**src/rtl/tvtg_pkg.sv**
```systemverilog
// Shared types and constants for the two-voice tone generator.
// Used by every module of the block; depends on nothing else.
package tvtg_pkg;

    localparam int NUM_VOICES_DEF = 2;

    // Field widths of the input and result beats.
    localparam int KIND_W = 2;
    localparam int FREQ_W = 15;
    localparam int LEN_W  = 16;
    localparam int EL_W   = 16;

    // Voice state widths: signed remaining time, half period and tick count.
    localparam int REM_W = 18;
    localparam int CNT_W = 19;

    // Divider: 1000000 / (2 * frequency), one quotient bit per cycle.
    localparam int TICKS_PER_SEC = 1000000;
    localparam int NUM_W         = 20;
    localparam int DEN_W         = FREQ_W + 2;
    localparam int DIV_STEPS     = NUM_W;
    localparam int DS_W          = $clog2(DIV_STEPS);

    // Bit counter of the serial update pass.
    localparam int K_W = $clog2(CNT_W);

    localparam logic [KIND_W-1:0] KIND_PLAY    = 2'd0;
    localparam logic [KIND_W-1:0] KIND_ELAPSED = 2'd1;
    localparam logic [KIND_W-1:0] KIND_TICK    = 2'd2;

    typedef enum logic [1:0] {
        S_IDLE,
        S_DIV,
        S_SER,
        S_DONE
    } t_state;

    typedef struct packed {
        logic [KIND_W-1:0] kind;
        logic [FREQ_W-1:0] frequency;
        logic [LEN_W-1:0]  length;
        logic [EL_W-1:0]   elapsed;
    } t_in;

    typedef struct packed {
        logic speaker_one_level;
        logic speaker_two_level;
        logic voice_one_active;
        logic voice_two_active;
        logic note_dropped;
    } t_out;

    // Control from the sequencer to one voice lane.
    typedef struct packed {
        logic             load;
        logic [CNT_W-1:0] half;
        logic [LEN_W-1:0] len;
        logic             step_tick;
        logic             step_el;
        logic             first;
        logic             rem_last;
        logic             cnt_last;
        logic             el_bit;
    } t_vctl;

    typedef struct packed {
        logic busy;
        logic pin;
    } t_vstat;

endpackage

```
**src/rtl/tvtg_div.sv**
```systemverilog
// Restoring divider that forms the half period 1000000 / (2 * frequency).
// One quotient bit per cycle; depends on tvtg_pkg.
module tvtg_div (
    input  logic                      i_clk,
    input  logic                      i_rst_n,
    input  logic                      i_start,
    input  logic [tvtg_pkg::FREQ_W-1:0] i_freq,
    output logic                      o_done,
    output logic [tvtg_pkg::CNT_W-1:0]  o_quot
);
    import tvtg_pkg::*;

    logic                r_busy;
    logic                r_done;
    logic [DS_W-1:0]     r_step;
    logic [DEN_W-1:0]    r_den;
    logic [DEN_W-1:0]    r_rem;
    logic [NUM_W-1:0]    r_num;
    logic [NUM_W-1:0]    r_quot;

    logic [DEN_W:0]      w_trial;
    logic [DEN_W:0]      w_diff;
    logic                w_ge;
    logic [DEN_W-1:0]    n_rem;
    logic [FREQ_W-1:0]   w_freq;

    always_comb begin
        w_trial = {r_rem, r_num[NUM_W-1]};
        w_diff  = w_trial - {1'b0, r_den};
        w_ge    = (w_trial >= {1'b0, r_den});
        n_rem   = w_ge ? w_diff[DEN_W-1:0] : w_trial[DEN_W-1:0];
        // A zero frequency plays as 1 Hz.
        w_freq  = (i_freq == '0) ? FREQ_W'(1) : i_freq;
    end

    always_ff @(posedge i_clk) begin
        if (!i_rst_n) begin
            r_busy <= 1'b0;
            r_done <= 1'b0;
            r_step <= '0;
        end else begin
            r_done <= 1'b0;
            if (i_start) begin
                r_busy <= 1'b1;
                r_step <= '0;
                r_den  <= {1'b0, w_freq, 1'b0};
                r_rem  <= '0;
                r_num  <= NUM_W'(TICKS_PER_SEC);
                r_quot <= '0;
            end else if (r_busy) begin
                r_rem  <= n_rem;
                r_num  <= {r_num[NUM_W-2:0], 1'b0};
                r_quot <= {r_quot[NUM_W-2:0], w_ge};
                r_step <= r_step + 1'b1;
                if (r_step == DS_W'(DIV_STEPS - 1)) begin
                    r_busy <= 1'b0;
                    r_done <= 1'b1;
                end
            end
        end
    end

    assign o_done = r_done;
    assign o_quot = r_quot[CNT_W-1:0];

endmodule

```
**src/rtl/tvtg_voice.sv**
```systemverilog
// One voice lane: busy flag, remaining time, half period, tick count and levels.
// Updates run bit-serially, LSB first, over rotating registers; depends on tvtg_pkg.
module tvtg_voice (
    input  logic             i_clk,
    input  logic             i_rst_n,
    input  tvtg_pkg::t_vctl  i_ctl,
    output tvtg_pkg::t_vstat o_stat
);
    import tvtg_pkg::*;

    logic             r_busy;
    logic             r_pend;
    logic             r_pin;
    logic [REM_W-1:0] r_rem;
    logic [CNT_W-1:0] r_half;
    logic [CNT_W-1:0] r_cnt;
    logic             r_c;
    logic             r_b;
    logic             r_nz;

    logic w_cin, w_sum, w_cout, w_bin_c, w_bout_c;
    logic w_bin_r, w_diff, w_bout_r, w_nz;

    always_comb begin
        // Tick pass: count + 1, then a serial compare against the half period.
        w_cin    = i_ctl.first ? 1'b1 : r_c;
        w_sum    = r_cnt[0] ^ w_cin;
        w_cout   = r_cnt[0] & w_cin;
        w_bin_c  = i_ctl.first ? 1'b0 : r_b;
        w_bout_c = (~w_sum & r_half[0]) | (~(w_sum ^ r_half[0]) & w_bin_c);
        // Elapsed pass: remaining - elapsed, tracking whether any bit is set.
        w_bin_r  = i_ctl.first ? 1'b0 : r_c;
        w_diff   = r_rem[0] ^ i_ctl.el_bit ^ w_bin_r;
        w_bout_r = (~r_rem[0] & i_ctl.el_bit) | (~(r_rem[0] ^ i_ctl.el_bit) & w_bin_r);
        w_nz     = (i_ctl.first ? 1'b0 : r_nz) | w_diff;
    end

    always_ff @(posedge i_clk) begin
        if (!i_rst_n) begin
            r_busy <= 1'b0;
            r_pend <= 1'b0;
            r_pin  <= 1'b0;
        end else if (i_ctl.load) begin
            r_busy <= 1'b1;
            r_half <= i_ctl.half;
            r_rem  <= REM_W'(i_ctl.len);
            r_cnt  <= '0;
        end else if (i_ctl.step_tick) begin
            r_half <= {r_half[0], r_half[CNT_W-1:1]};
            r_c    <= w_cout;
            r_b    <= w_bout_c;
            // No borrow out of the top bit means the new count reached the half period.
            if (i_ctl.cnt_last && r_busy && !w_bout_c) begin
                r_cnt  <= '0;
                r_pin  <= r_pend;
                r_pend <= ~r_pend;
            end else begin
                r_cnt  <= {(r_busy ? w_sum : r_cnt[0]), r_cnt[CNT_W-1:1]};
            end
        end else if (i_ctl.step_el) begin
            r_rem <= {(r_busy ? w_diff : r_rem[0]), r_rem[REM_W-1:1]};
            r_c   <= w_bout_r;
            r_nz  <= w_nz;
            // On the top bit w_diff is the sign; negative or all zero frees the voice.
            if (i_ctl.rem_last && r_busy && (w_diff || !w_nz)) begin
                r_busy <= 1'b0;
            end
        end
    end

    assign o_stat.busy = r_busy;
    assign o_stat.pin  = r_pin;

endmodule

```
**src/rtl/two_voice_tone_generator_unit.sv**
```systemverilog
// Two-voice square-wave tone generator, top level.
// Depends on tvtg_pkg, tvtg_div and tvtg_voice.
//
// Input channel (i_in_valid / o_in_stall, payload i_in): each beat is a play
// note, an elapsed-time update or a one-microsecond tick. Output channel
// (o_out_valid / i_out_stall, payload o_out): exactly one result beat per input
// beat, holding the pin levels and busy flags after the update and the
// dropped-note flag.
// One item is worked at a time. A play note runs the bit-per-cycle divider and
// then loads the picked voice; an update or a tick runs a serial pass, one bit
// per cycle, over the 18-bit remaining time or the 19-bit tick count; a dropped
// note or an unused kind goes straight to the result. The next beat is taken in
// the cycle after the result is registered, so no new beat is taken before the
// last one is through.
// The result sits in an output register: the block takes and works the next
// beat while the receiver stalls, and waits at the end of that item until the
// register is free.
// Reset is synchronous and active low; it idles every voice, clears the pin
// and pending levels and empties the output register.
module two_voice_tone_generator_unit #(
    parameter int NUM_VOICES = tvtg_pkg::NUM_VOICES_DEF
) (
    input  logic           i_clk,
    input  logic           i_rst_n,
    input  logic           i_in_valid,
    output logic           o_in_stall,
    input  tvtg_pkg::t_in  i_in,
    output logic           o_out_valid,
    input  logic           i_out_stall,
    output tvtg_pkg::t_out o_out
);
    import tvtg_pkg::*;

    localparam int V2 = (NUM_VOICES > 1) ? 1 : 0;

    t_state                  r_state, n_state;
    logic [KIND_W-1:0]       r_kind;
    logic [EL_W-1:0]         r_el;
    logic [LEN_W-1:0]        r_len;
    logic [NUM_VOICES-1:0]   r_sel;
    logic                    r_drop;
    logic [K_W-1:0]          r_k;
    logic                    r_out_valid;
    t_out                    r_out;

    logic                    w_accept;
    logic                    w_start;
    logic                    w_out_load;
    logic                    w_k_last;
    logic                    w_found;
    logic [NUM_VOICES-1:0]   w_free;
    logic [NUM_VOICES-1:0]   w_pick;
    logic                    w_div_done;
    logic [CNT_W-1:0]        w_quot;
    t_vctl                   w_ctl  [NUM_VOICES];
    t_vstat                  w_stat [NUM_VOICES];
    t_out                    w_out_next;

    tvtg_div u_div (
        .i_clk   (i_clk),
        .i_rst_n (i_rst_n),
        .i_start (w_start),
        .i_freq  (i_in.frequency),
        .o_done  (w_div_done),
        .o_quot  (w_quot)
    );

    for (genvar v = 0; v < NUM_VOICES; v++) begin : g_voice
        assign w_free[v] = !w_stat[v].busy;

        always_comb begin
            w_ctl[v].load      = w_div_done && r_sel[v];
            w_ctl[v].half      = w_quot;
            w_ctl[v].len       = r_len;
            w_ctl[v].step_tick = (r_state == S_SER) && (r_kind == KIND_TICK);
            w_ctl[v].step_el   = (r_state == S_SER) && (r_kind == KIND_ELAPSED);
            w_ctl[v].first     = (r_k == '0);
            w_ctl[v].rem_last  = (r_k == K_W'(REM_W - 1));
            w_ctl[v].cnt_last  = (r_k == K_W'(CNT_W - 1));
            w_ctl[v].el_bit    = r_el[0];
        end

        tvtg_voice u_voice (
            .i_clk   (i_clk),
            .i_rst_n (i_rst_n),
            .i_ctl   (w_ctl[v]),
            .o_stat  (w_stat[v])
        );
    end

    // Lowest-numbered free voice takes a new note.
    always_comb begin
        w_found = 1'b0;
        for (int v = 0; v < NUM_VOICES; v++) begin
            w_pick[v] = w_free[v] && !w_found;
            w_found   = w_found | w_free[v];
        end
    end

    always_comb begin
        w_k_last = (r_kind == KIND_TICK) ? (r_k == K_W'(CNT_W - 1))
                                         : (r_k == K_W'(REM_W - 1));
        w_out_next.speaker_one_level = w_stat[0].pin;
        w_out_next.speaker_two_level = w_stat[V2].pin & (NUM_VOICES > 1);
        w_out_next.voice_one_active  = w_stat[0].busy;
        w_out_next.voice_two_active  = w_stat[V2].busy & (NUM_VOICES > 1);
        w_out_next.note_dropped      = r_drop;
    end

    always_comb begin
        n_state    = r_state;
        w_accept   = 1'b0;
        w_start    = 1'b0;
        w_out_load = 1'b0;
        unique case (r_state)
            S_IDLE: begin
                if (i_in_valid) begin
                    w_accept = 1'b1;
                    case (i_in.kind) inside
                        KIND_PLAY: begin
                            if (|w_free) begin
                                w_start = 1'b1;
                                n_state = S_DIV;
                            end else begin
                                n_state = S_DONE;
                            end
                        end
                        KIND_ELAPSED, KIND_TICK: n_state = S_SER;
                        default:                 n_state = S_DONE;
                    endcase
                end
            end
            S_DIV: begin
                if (w_div_done) begin
                    n_state = S_DONE;
                end
            end
            S_SER: begin
                if (w_k_last) begin
                    n_state = S_DONE;
                end
            end
            S_DONE: begin
                if (!r_out_valid || !i_out_stall) begin
                    w_out_load = 1'b1;
                    n_state    = S_IDLE;
                end
            end
            default: n_state = S_IDLE;
        endcase
    end

    always_ff @(posedge i_clk) begin
        if (!i_rst_n) begin
            r_state <= S_IDLE;
        end else begin
            r_state <= n_state;
        end
    end

    always_ff @(posedge i_clk) begin
        if (w_accept) begin
            r_kind <= i_in.kind;
            r_el   <= i_in.elapsed;
            r_len  <= i_in.length;
            r_sel  <= w_pick;
            r_drop <= (i_in.kind == KIND_PLAY) && !(|w_free);
            r_k    <= '0;
        end else if (r_state == S_SER) begin
            r_k  <= r_k + 1'b1;
            r_el <= {1'b0, r_el[EL_W-1:1]};
        end
    end

    always_ff @(posedge i_clk) begin
        if (!i_rst_n) begin
            r_out_valid <= 1'b0;
        end else if (w_out_load) begin
            r_out_valid <= 1'b1;
        end else if (!i_out_stall) begin
            r_out_valid <= 1'b0;
        end
    end

    always_ff @(posedge i_clk) begin
        if (w_out_load) begin
            r_out <= w_out_next;
        end
    end

    assign o_in_stall  = (r_state != S_IDLE);
    assign o_out_valid = r_out_valid;
    assign o_out       = r_out;

endmodule

```
**config.mk**
```make
export PLATFORM = sky130hd
export DESIGN_NAME = two_voice_tone_generator_unit
export DESIGN_NICKNAME = d
export VERILOG_FILES = /design/src/rtl/tvtg_pkg.sv /design/src/rtl/tvtg_div.sv /design/src/rtl/tvtg_voice.sv /design/src/rtl/two_voice_tone_generator_unit.sv
export SDC_FILE = /design/constraint.sdc
export NUM_CORES = 1
export LEC_CHECK = 0
export ABC_AREA = 1
export BUFFER_PORTS_ARGS = -buffer_cell sky130_fd_sc_hd__buf_2
export CORE_ASPECT_RATIO = 1.2
export CORE_UTILIZATION = 61
export CTS_CLUSTER_DIAMETER = 200
export DETAILED_ROUTE_END_ITERATION = 10
export GPL_TIMING_DRIVEN = 0
export HOLD_SLACK_MARGIN = 0.15
export PLACE_DENSITY = 0.8
export SKIP_CTS_REPAIR_TIMING = 1
export SYNTH_ARGS = -nofsm -noshare
export SYNTH_HDL_FRONTEND = slang
export SYNTH_SLANG_ARGS = --single-unit
```
**constraint.sdc**
```tcl
create_clock -name i_clk -period 6.3 [get_ports i_clk]
set_clock_uncertainty 0.05 [all_clocks]
set_input_delay 0.315 -clock i_clk [delete_from_list [all_inputs] [get_ports i_clk]]
set_output_delay 0.315 -clock i_clk [all_outputs]
set_load 0.05 [all_outputs]
```
==> results of run 1 <==
-- through the flow --
| stage | hold WS [ns] | instance area [µm²] |
|---|---|---|
| 2_1_floorplan | 0.350 | 11300 |
| 3_5_place_dp | 0.370 | 12000 |
| 6_report | 0.272 | 13300 |
| 4_1_cts | -0.113 | 12700 |
| 5_1_grt | 0.307 | 13300 |
| 3_3_place_gp | 0.354 | 11800 |
-- routing by layer --
layer  vias up  GRT usage  part of all wire
met1      3772      0.295              0.39
met2       238      0.431              0.52
li1       3886          -                 -
met4         0     0.0910             0.038
met5         -          0                 0
met3        71     0.0318             0.054
-- critical path, cell delays in order, from the launching register on --
cell and delay (ns):
dfxtp_1 0.40, inv_1 0.10, ha_1 0.22, nand3_4 0.16, inv_1 0.09, or2_2 0.28
ha_1 0.30, inv_1 0.05, ha_1 0.34, a31oi_4 0.30, nand2_1 0.14, nand2_4 0.14
buf_4 0.18, nor2_1 0.05
-- worst max-delay path by stage --
| stage | startpoint | end | slack (ns) |
|---|---|---|---|
| after CTS | r_k[1] | g_voice[1].u_voice.r_cnt[6] | 3.23 |
| after global placement | i_in[47] | u_div.r_num[18] | -0.74 |
| final | r_k[1] | g_voice[1].u_voice.r_cnt[6] | 3.21 |
| after detailed placement | r_k[1] | g_voice[0].u_voice.r_cnt[12] | 3.37 |
| after global routing | r_k[1] | g_voice[1].u_voice.r_cnt[1] | 3.05 |
| after floorplan | r_state[0] | u_div.r_num[10] | 1.26 |
-- cells by family (layout without fill, tap and decap cells) --
kind of cell	after synthesis	count (layout)	share of synthesized area
flip-flops	246	246	0.637
AO/OA/AOI/OAI	128	128	0.0620
adder cells (fa/ha/maj)	33	33	0.0386
AND/OR/NAND/NOR	464	464	0.175
XOR/XNOR	8	8	0.00622
buffers and inverters	232	389	0.0817
-- registers in the layout, indices dropped and copies added, names as in the netlist, 15 cells and up --
register	flops
g_voice.u_voice.r_cnt	38
g_voice.u_voice.r_half	38
g_voice.u_voice.r_rem	36
u_div.r_quot	19
u_div.r_rem	17
r_el	16
r_len	16
u_div.r_den	15
-- synth_stat cells, drive strengths merged, types with 3 or more instances --
master	count	area share
nand2	261	0.091
o21ai	84	0.038
edfxtp	225	0.60
fa	3	0.0053
dfxtp	21	0.037
clkbuf	34	0.011
nand3b	9	0.0060
nor4	3	0.0017
nor3	19	0.0084
ha	30	0.033
nand4	6	0.0033
or2	8	0.0044
a31oi	3	0.0043
xor2	7	0.0054
and2	4	0.0022
a21oi	35	0.016
inv	187	0.062
buf	11	0.0081
nor2	128	0.044
nand3	24	0.012
-- cell type report --
class | count | area (µm²) | share of cell area
Timing Repair Buffer | 113 | 873 | 0.0659
Tap cell | 224 | 280 | 0.0211
Sequential cell | 246 | 7180 | 0.541
Buffer | 45 | 219 | 0.0165
Clock buffer | 35 | 683 | 0.0515
Clock inverter | 9 | 113 | 0.00849
Multi-Input combinational cell | 633 | 3210 | 0.242
Inverter | 187 | 702 | 0.0529
-- power groups by stage --
stage          Clock (mW)  Sequential [mW]  Combinational [mW]
3_5_place_dp            0             2.11               0.706
3_3_place_gp            0             2.11               0.651
2_1_floorplan           0             2.11               0.497
4_1_cts              1.46             2.08               0.721
6_report             1.44             2.08               0.764
5_1_grt              1.51             2.09               0.853
==> flow_metrics.tcl, run 1 <==
set metrics [dict create \
    outcome "finished, final reports clean" \
    layout_common_cells "nand2_1, edfxtp_1, inv_1" \
    root_buffer "clkbuf_16" \
    via_per_inst 5.34 \
    power_mw 4.29 \
    layout_commonest_cell "nand2_1" \
    numPortBuffers 59 \
    die_h_um 151 \
    max_freq_mhz 324 \
    grt_pass1_vias 7678 \
    tns_ns 0 \
    rows 54 \
    place_congestion 0.917 \
    worstHoldStart "i_in_valid" \
    hold_depth 5 \
    fin_crit_sh 0.490 \
    syn-cell-area_mm2 0.0113 \
    seqPwrFrac 0.486 \
    startpoint_type "register" \
    wl_um 23100 \
    final_cells 1492 \
    hold_path_class "in -> reg" \
    grt_max_degree 31 \
    drv_cap 0 \
    htree_levels 1 \
    area_growth_pct 17.7 \
    wire_per_inst_um 15.5 \
    cts_tree "done" \
    yosys_warnings 0 \
    hpwlAfterDp_um 14800 \
    slew_headroom 0.120 \
    core_region_area_mm2 0.0181 \
    pwr-share-comb 0.178 \
    die-area_mm2 0.0190 \
    crit_arrival_ns 3.31 \
    antenna_left 0 \
    drive_gt1_frac 0.114 \
    yosysSeqAreaShare 0.637 \
    grt_pass1_wl_um 36000 \
    ys.flop_type "edfxtp_1" \
    drv_slew 0 \
    antenna_found_initial 0 \
    r2r_slack_ns 3.21 \
    utilization 0.732 \
    setup_slack_ns 3.21 \
    leakagePower_nw 5.77 \
    drtIter0Drc 595 \
    clk_pin_slew_ns 0.06 \
    peakVddDrop_mv 0.270 \
    cp_data_required_time_ns 6.52 \
    end_kind "register" \
    nNetsFinal 1336 \
    synth_edf_count 225 \
    r2r_end "g_voice[1].u_voice.r_cnt[6]" \
    firstDrtPassIters 5 \
    layout_min_cycle_time_ns 3.09 \
    num_vias 7967 \
    power-per-cell-area_mw_per_mm2 323 \
    drc 0 \
    synth-async-reset-ratio 0 \
    cts_buffers 24 \
    insertion_delay_ns 0.53 \
    syn_inst 1111 \
    power_frac_clock 0.336 \
    grt.overflow.total 0 \
    place_ws_ns 3.37 \
    clk_path_buf_depth 3 \
    worstSetupPathType "reg -> reg" \
    switching_share 0.276 \
    placed_cells 1397 \
    power_switching_mw 1.18 \
    final_hold_viol_count 0 \
    avgSynthCellArea_um2 10.1 \
    holdPathEnd "r_state[1]" \
    ios 60 \
    fillers 1165 \
    n_antenna_cell 0 \
    syn-num-nets 1197 \
    clkSinkCount 246 \
    p_int_mw 3.10 \
    initial_utilization 0.622 \
    crit_path_max_fanout 10 \
    dieWidth_um 126 \
    grt.total_usage 0.239 \
    ys_seq_elements 246 \
    regToRegStartpoint "r_k[1]" \
    reg2reg_depth 13 \
    worst_slew_pin_slew_ns 1.31 \
    setup_viol 0 \
    rsz0062_at_grt "no" \
    ys_types 42 \
]
Power figures use the tool's default switching activity.
==> run 2: changes to the inputs <==
==> constraint.sdc (replaced) <==
create_clock -name i_clk -period 3.06 [get_ports i_clk]
set_clock_uncertainty 0.05 [all_clocks]
set_input_delay 0.153 -clock i_clk [delete_from_list [all_inputs] [get_ports i_clk]]
set_output_delay 0.153 -clock i_clk [all_outputs]
set_load 0.05 [all_outputs]
==> run 2 against run 1 <==
Sequential share of layout area fell by 0.33 points; register-to-register slack got worse by 3.1 ns; routed wire length rose by 3.6%; worst hold slack got worse by 0.16 ns; die area unchanged; fmax rose by 3.4%; utilization increased by 0.47 points; cell area is 0.64% higher; final cell count up 0.47%; critical endpoint is now g_voice[0].u_voice.r_cnt[14]; highest routed layer unchanged.
==> flow_metrics.tcl, run 2 (synthesized netlist as in run 1, its figures left out) <==
set metrics [dict create \
    grt.total_usage 0.244 \
    num_vias 8022 \
    initial_utilization 0.622 \
    drv_cap 0 \
    slew_headroom 0.0766 \
    drtIter0Drc 677 \
    hold_depth 5 \
    end_kind "register" \
    layout_commonest_cell "nand2_1" \
    clk_pin_slew_ns 0.06 \
    antenna_left 0 \
    cts_buffers 25 \
    power_switching_mw 2.47 \
    largest_registers "g_voice.u_voice.r_cnt x38, g_voice.u_voice.r_half x38, g_voice.u_voice.r_rem x36" \
    n_antenna_cell 0 \
    area_growth_pct 18.4 \
    final_hold_viol_count 0 \
    final_cells 1499 \
    layout_min_cycle_time_ns 2.99 \
    worstSetupPathType "reg -> reg" \
    grt_max_degree 31 \
    max_freq_mhz 335 \
    hold-worst-slack_ns 0.113 \
    startpoint_type "register" \
    htree_levels 1 \
    crit_arrival_ns 3.23 \
    clkSinkCount 246 \
    via_per_inst 5.35 \
    firstDrtPassIters 5 \
    ios 60 \
    peakVddDrop_mv 0.787 \
    drive_gt1_frac 0.118 \
    nNetsFinal 1342 \
    hpwlAfterDp_um 14600 \
    place_congestion 0.948 \
    reg2reg_depth 13 \
    worst_slew_pin_slew_ns 1.38 \
    drv_slew 0 \
    numPortBuffers 59 \
    worstHoldStart "i_in_valid" \
    grt_pass1_wl_um 36600 \
    die_h_um 151 \
    placed_cells 1399 \
    cts_tree "done" \
    r2r_end "g_voice[0].u_voice.r_cnt[14]" \
    fin_area_mm2 0.0133 \
    setup_viol 0 \
    grt_pass1_vias 7717 \
    insertion_delay_ns 0.54 \
    outcome "finished, final reports clean" \
    fin_crit_sh 0.976 \
    clk_path_buf_depth 3 \
    power_mw 8.85 \
    power-per-cell-area_mw_per_mm2 663 \
    regToRegStartpoint "r_k[1]" \
    root_buffer "clkbuf_16" \
    holdPathEnd "r_state[0]" \
    wl_um 24000 \
    dieWidth_um 126 \
    die-area_mm2 0.0190 \
    post_dp_cell_area_mm2 0.0120 \
    antenna_found_initial 0 \
    p_int_mw 6.38 \
    core_region_area_mm2 0.0181 \
    rows 54 \
    leakagePower_nw 5.81 \
    power_frac_clock 0.339 \
    r2r_slack_ns 0.07 \
    pwr-share-comb 0.176 \
    grt.overflow.total 0 \
    switching_share 0.279 \
    crit_path_max_fanout 10 \
    wire_per_inst_um 16.0 \
    hold_path_class "in -> reg" \
    cp_data_required_time_ns 3.30 \
    seqPwrFrac 0.485 \
    drc 0 \
    layout_common_cells "nand2_1, edfxtp_1, inv_1" \
]
-- run 2: cell count changes in the layout (fill, tap and decap cells not counted), sizes merged --
cell,before,now
dlygate4sd3,51,52
bufinv,2,1
clkinv,6,9
buf,73,77
-- run 2: metal layers --
| metal | track usage | part of all wire |
|---|---|---|
| met5 | 0 | 0 |
| met4 | 0.0867 | 0.028 |
| met3 | 0.0300 | 0.057 |
| met2 | 0.453 | 0.53 |
| met1 | 0.293 | 0.39 |
-- run 2: worst max-delay path by stage --
stage               slack, ns  cells after the start                            to       start
floorplan               -0.19                      4   g_voice[0].u_voice.r_cnt[0]  r_state[0]
global placement        -1.19                      4   g_voice[1].u_voice.r_cnt[5]  r_state[0]
detailed placement       0.13                     13  g_voice[0].u_voice.r_cnt[13]      r_k[1]
CTS                    0.0003                     13  g_voice[0].u_voice.r_cnt[14]      r_k[1]
global route            -0.06                     13  g_voice[0].u_voice.r_cnt[12]      r_k[1]
finish                   0.07                     13  g_voice[0].u_voice.r_cnt[14]      r_k[1]
-- run 2: power groups by stage --
stage / clock, mW / combinational (mW) / sequential, mW
3_3_place_gp: 0 / 1.34 / 4.34
4_1_cts: 3.00 / 1.47 / 4.28
5_1_grt: 3.13 / 1.73 / 4.32
6_report: 3.00 / 1.56 / 4.29
2_1_floorplan: 0 / 1.02 / 4.34
3_5_place_dp: 0 / 1.44 / 4.34
-- run 2: metrics by stage --
stage / utilization / setup slack, ns / TNS [ns]
CTS: 0.707 / 0.000317 / 0
detailed placement: 0.663 / 0.129 / 0
floorplan: - / -0.193 / -14.69
finish: 0.737 / 0.0722 / 0
global route: 0.737 / -0.0599 / -0.346
global placement: 0.654 / -1.19 / -110.30
-- run 2: final cells by class --
type | count | area (µm²)
flip-flops and latches | 246 | 7180
fillers | 1160 | 4760
multi-input cells | 633 | 3220
repair buffers | 118 | 945
clock buffers | 35 | 713
inverters | 187 | 702
well taps | 224 | 280
plain buffers | 45 | 219
clock inverters | 11 | 88.8
-- run 2: worst max-delay path, cell delays in order (launching register included) --
cell,delay [ns]
dfxtp_2,0.38
inv_1,0.10
ha_1,0.23
nand3_4,0.16
inv_1,0.06
or2_2,0.27
ha_1,0.32
inv_1,0.06
ha_1,0.32
a31oi_4,0.23
nand2_1,0.16
nand2_4,0.16
buf_6,0.16
nor2_1,0.06
==> run 3: changes to the inputs <==
--- a/config.mk
+++ b/config.mk
@@ -13,7 +13,7 @@
 export DETAILED_ROUTE_END_ITERATION = 10
 export GPL_TIMING_DRIVEN = 0
 export HOLD_SLACK_MARGIN = 0.15
-export PLACE_DENSITY = 0.8
+export PLACE_DENSITY = 0.78
 export SKIP_CTS_REPAIR_TIMING = 1
 export SYNTH_ARGS = -nofsm -noshare
 export SYNTH_HDL_FRONTEND = slang
==> run 3 against run 2 <==
Combinational power about the same; worst setup slack better by 0.12 ns; first-iteration DRC count down 6.1%; global-route usage down 0.30 points; highest routed layer unchanged.
==> flow_metrics.tcl, run 3 (synthesized netlist as in run 1, its figures left out) <==
set metrics [dict create \
    place_ws_ns 0.191 \
    via_per_inst 5.31 \
    peakVddDrop_mv 0.578 \
    crit_arrival_ns 3.10 \
    nNetsFinal 1336 \
    antenna_found_initial 0 \
    dieWidth_um 126 \
    n_antenna_cell 0 \
    drive_gt1_frac 0.113 \
    p_int_mw 6.35 \
    worstSetupPathType "reg -> reg" \
    die_h_um 151 \
    antenna_left 0 \
    worstHoldStart "i_in_valid" \
    regToRegStartpoint "r_k[1]" \
    rsz0062_at_grt "no" \
    worst_slew_pin_slew_ns 1.30 \
    largest_registers "g_voice.u_voice.r_cnt x38, g_voice.u_voice.r_half x38, g_voice.u_voice.r_rem x36" \
    seqPwrFrac 0.488 \
    slew_headroom 0.131 \
    grt.total_usage 0.241 \
    power-per-cell-area_mw_per_mm2 662 \
    wire_per_inst_um 15.8 \
    switching_share 0.277 \
    pwr-share-comb 0.174 \
    drv_slew 0 \
    layout_commonest_cell "nand2_1" \
    insertion_delay_ns 0.54 \
    power_frac_clock 0.338 \
    setup_viol 0 \
    hold_path_class "in -> reg" \
    fillers 1219 \
    startpoint "r_k[1]" \
    grt_pass1_vias 7678 \
    grt.overflow.total 0 \
    startpoint_type "register" \
    cts_tree "done" \
    firstDrtPassIters 5 \
    layout_min_cycle_time_ns 2.87 \
    cts_buffers 24 \
    grt_pass1_wl_um 36300 \
    ios 60 \
    setup_slack_ns 0.193 \
    cp_data_required_time_ns 3.30 \
    core_region_area_mm2 0.0181 \
    grt_max_degree 31 \
    power_switching_mw 2.43 \
    clkSinkCount 246 \
    die-area_mm2 0.0190 \
    crit_path_max_fanout 10 \
    rows 54 \
    area_growth_pct 17.6 \
    wl_um 23500 \
    drv_cap 0 \
    hpwlAfterDp_um 14700 \
    r2r_slack_ns 0.19 \
    numPortBuffers 59 \
    drtIter0Drc 636 \
    place_congestion 0.940 \
    end_kind "register" \
    drc 0 \
    leakagePower_nw 5.76 \
    initial_utilization 0.622 \
    clk_path_buf_depth 3 \
    clk_pin_slew_ns 0.07 \
    htree_levels 1 \
    final_hold_viol_count 0 \
    max_freq_mhz 349 \
    outcome "finished, final reports clean" \
    layout_common_cells "nand2_1, edfxtp_1, inv_1" \
    utilization 0.732 \
    num_vias 7914 \
    fin_crit_sh 0.937 \
    root_buffer "clkbuf_16" \
]
-- run 3: stage by stage --
step	cells	power [mW]	TNS [ns]	hold slack [ns]	instance area [µm²]
detailed placement	1397	5.77	0	0.282	12000
finish	1491	8.78	0	0.181	13300
CTS	1440	8.73	0	-0.275	12700
floorplan	1111	5.36	-14.69	0.202	11300
global placement	1394	5.68	-109.28	0.280	11800
global route	1491	9.14	0	0.196	13300
-- run 3: routing by layer --
layer,global-route usage,wire length (µm),vias up
met5,0,0,-
met4,0.0741,555,0
met3,0.0329,1220,45
met2,0.445,12500,246
met1,0.294,9310,3740
li1,-,-,3883
-- run 3: final cells by class --
class                      instances  area, µm²  share of cell area
sequential                       246       7180               0.542
multi-input combinational        633       3220               0.243
timing repair buffer             113        873              0.0659
inverter                         187        702              0.0529
clock buffer                      26        608              0.0459
tap                              224        280              0.0211
buffer                            45        219              0.0165
clock inverter                    17        178              0.0134
-- run 3: final timing paths --
| path | to | depth (start not counted) |
|---|---|---|
| worst max-delay path | g_voice[0].u_voice.r_cnt[13] | 13 |
| worst min-delay path | r_state[0] | 5 |
| worst max register to register | g_voice[0].u_voice.r_cnt[13] | 13 |
| worst min register to register | o_out[0] | 0 |
-- run 3: power by group through the flow --
| stage | logic [mW] | registers (mW) | clock network (mW) |
|---|---|---|---|
| 2_1_floorplan | 1.02 | 4.34 | 0 |
| 3_3_place_gp | 1.34 | 4.34 | 0 |
| 3_5_place_dp | 1.43 | 4.34 | 0 |
| 4_1_cts | 1.46 | 4.28 | 2.99 |
| 5_1_grt | 1.72 | 4.31 | 3.11 |
| 6_report | 1.53 | 4.29 | 2.96 |
-- run 3: critical path, cell delays in order, from the launching register on --
cell,delay (ns)
dfxtp_2,0.37
inv_1,0.09
ha_1,0.21
nand3_4,0.15
inv_1,0.07
or2_2,0.27
ha_1,0.30
inv_1,0.05
ha_1,0.30
a31oi_4,0.25
nand2_1,0.15
nand2_4,0.15
buf_6,0.16
nor2_1,0.05
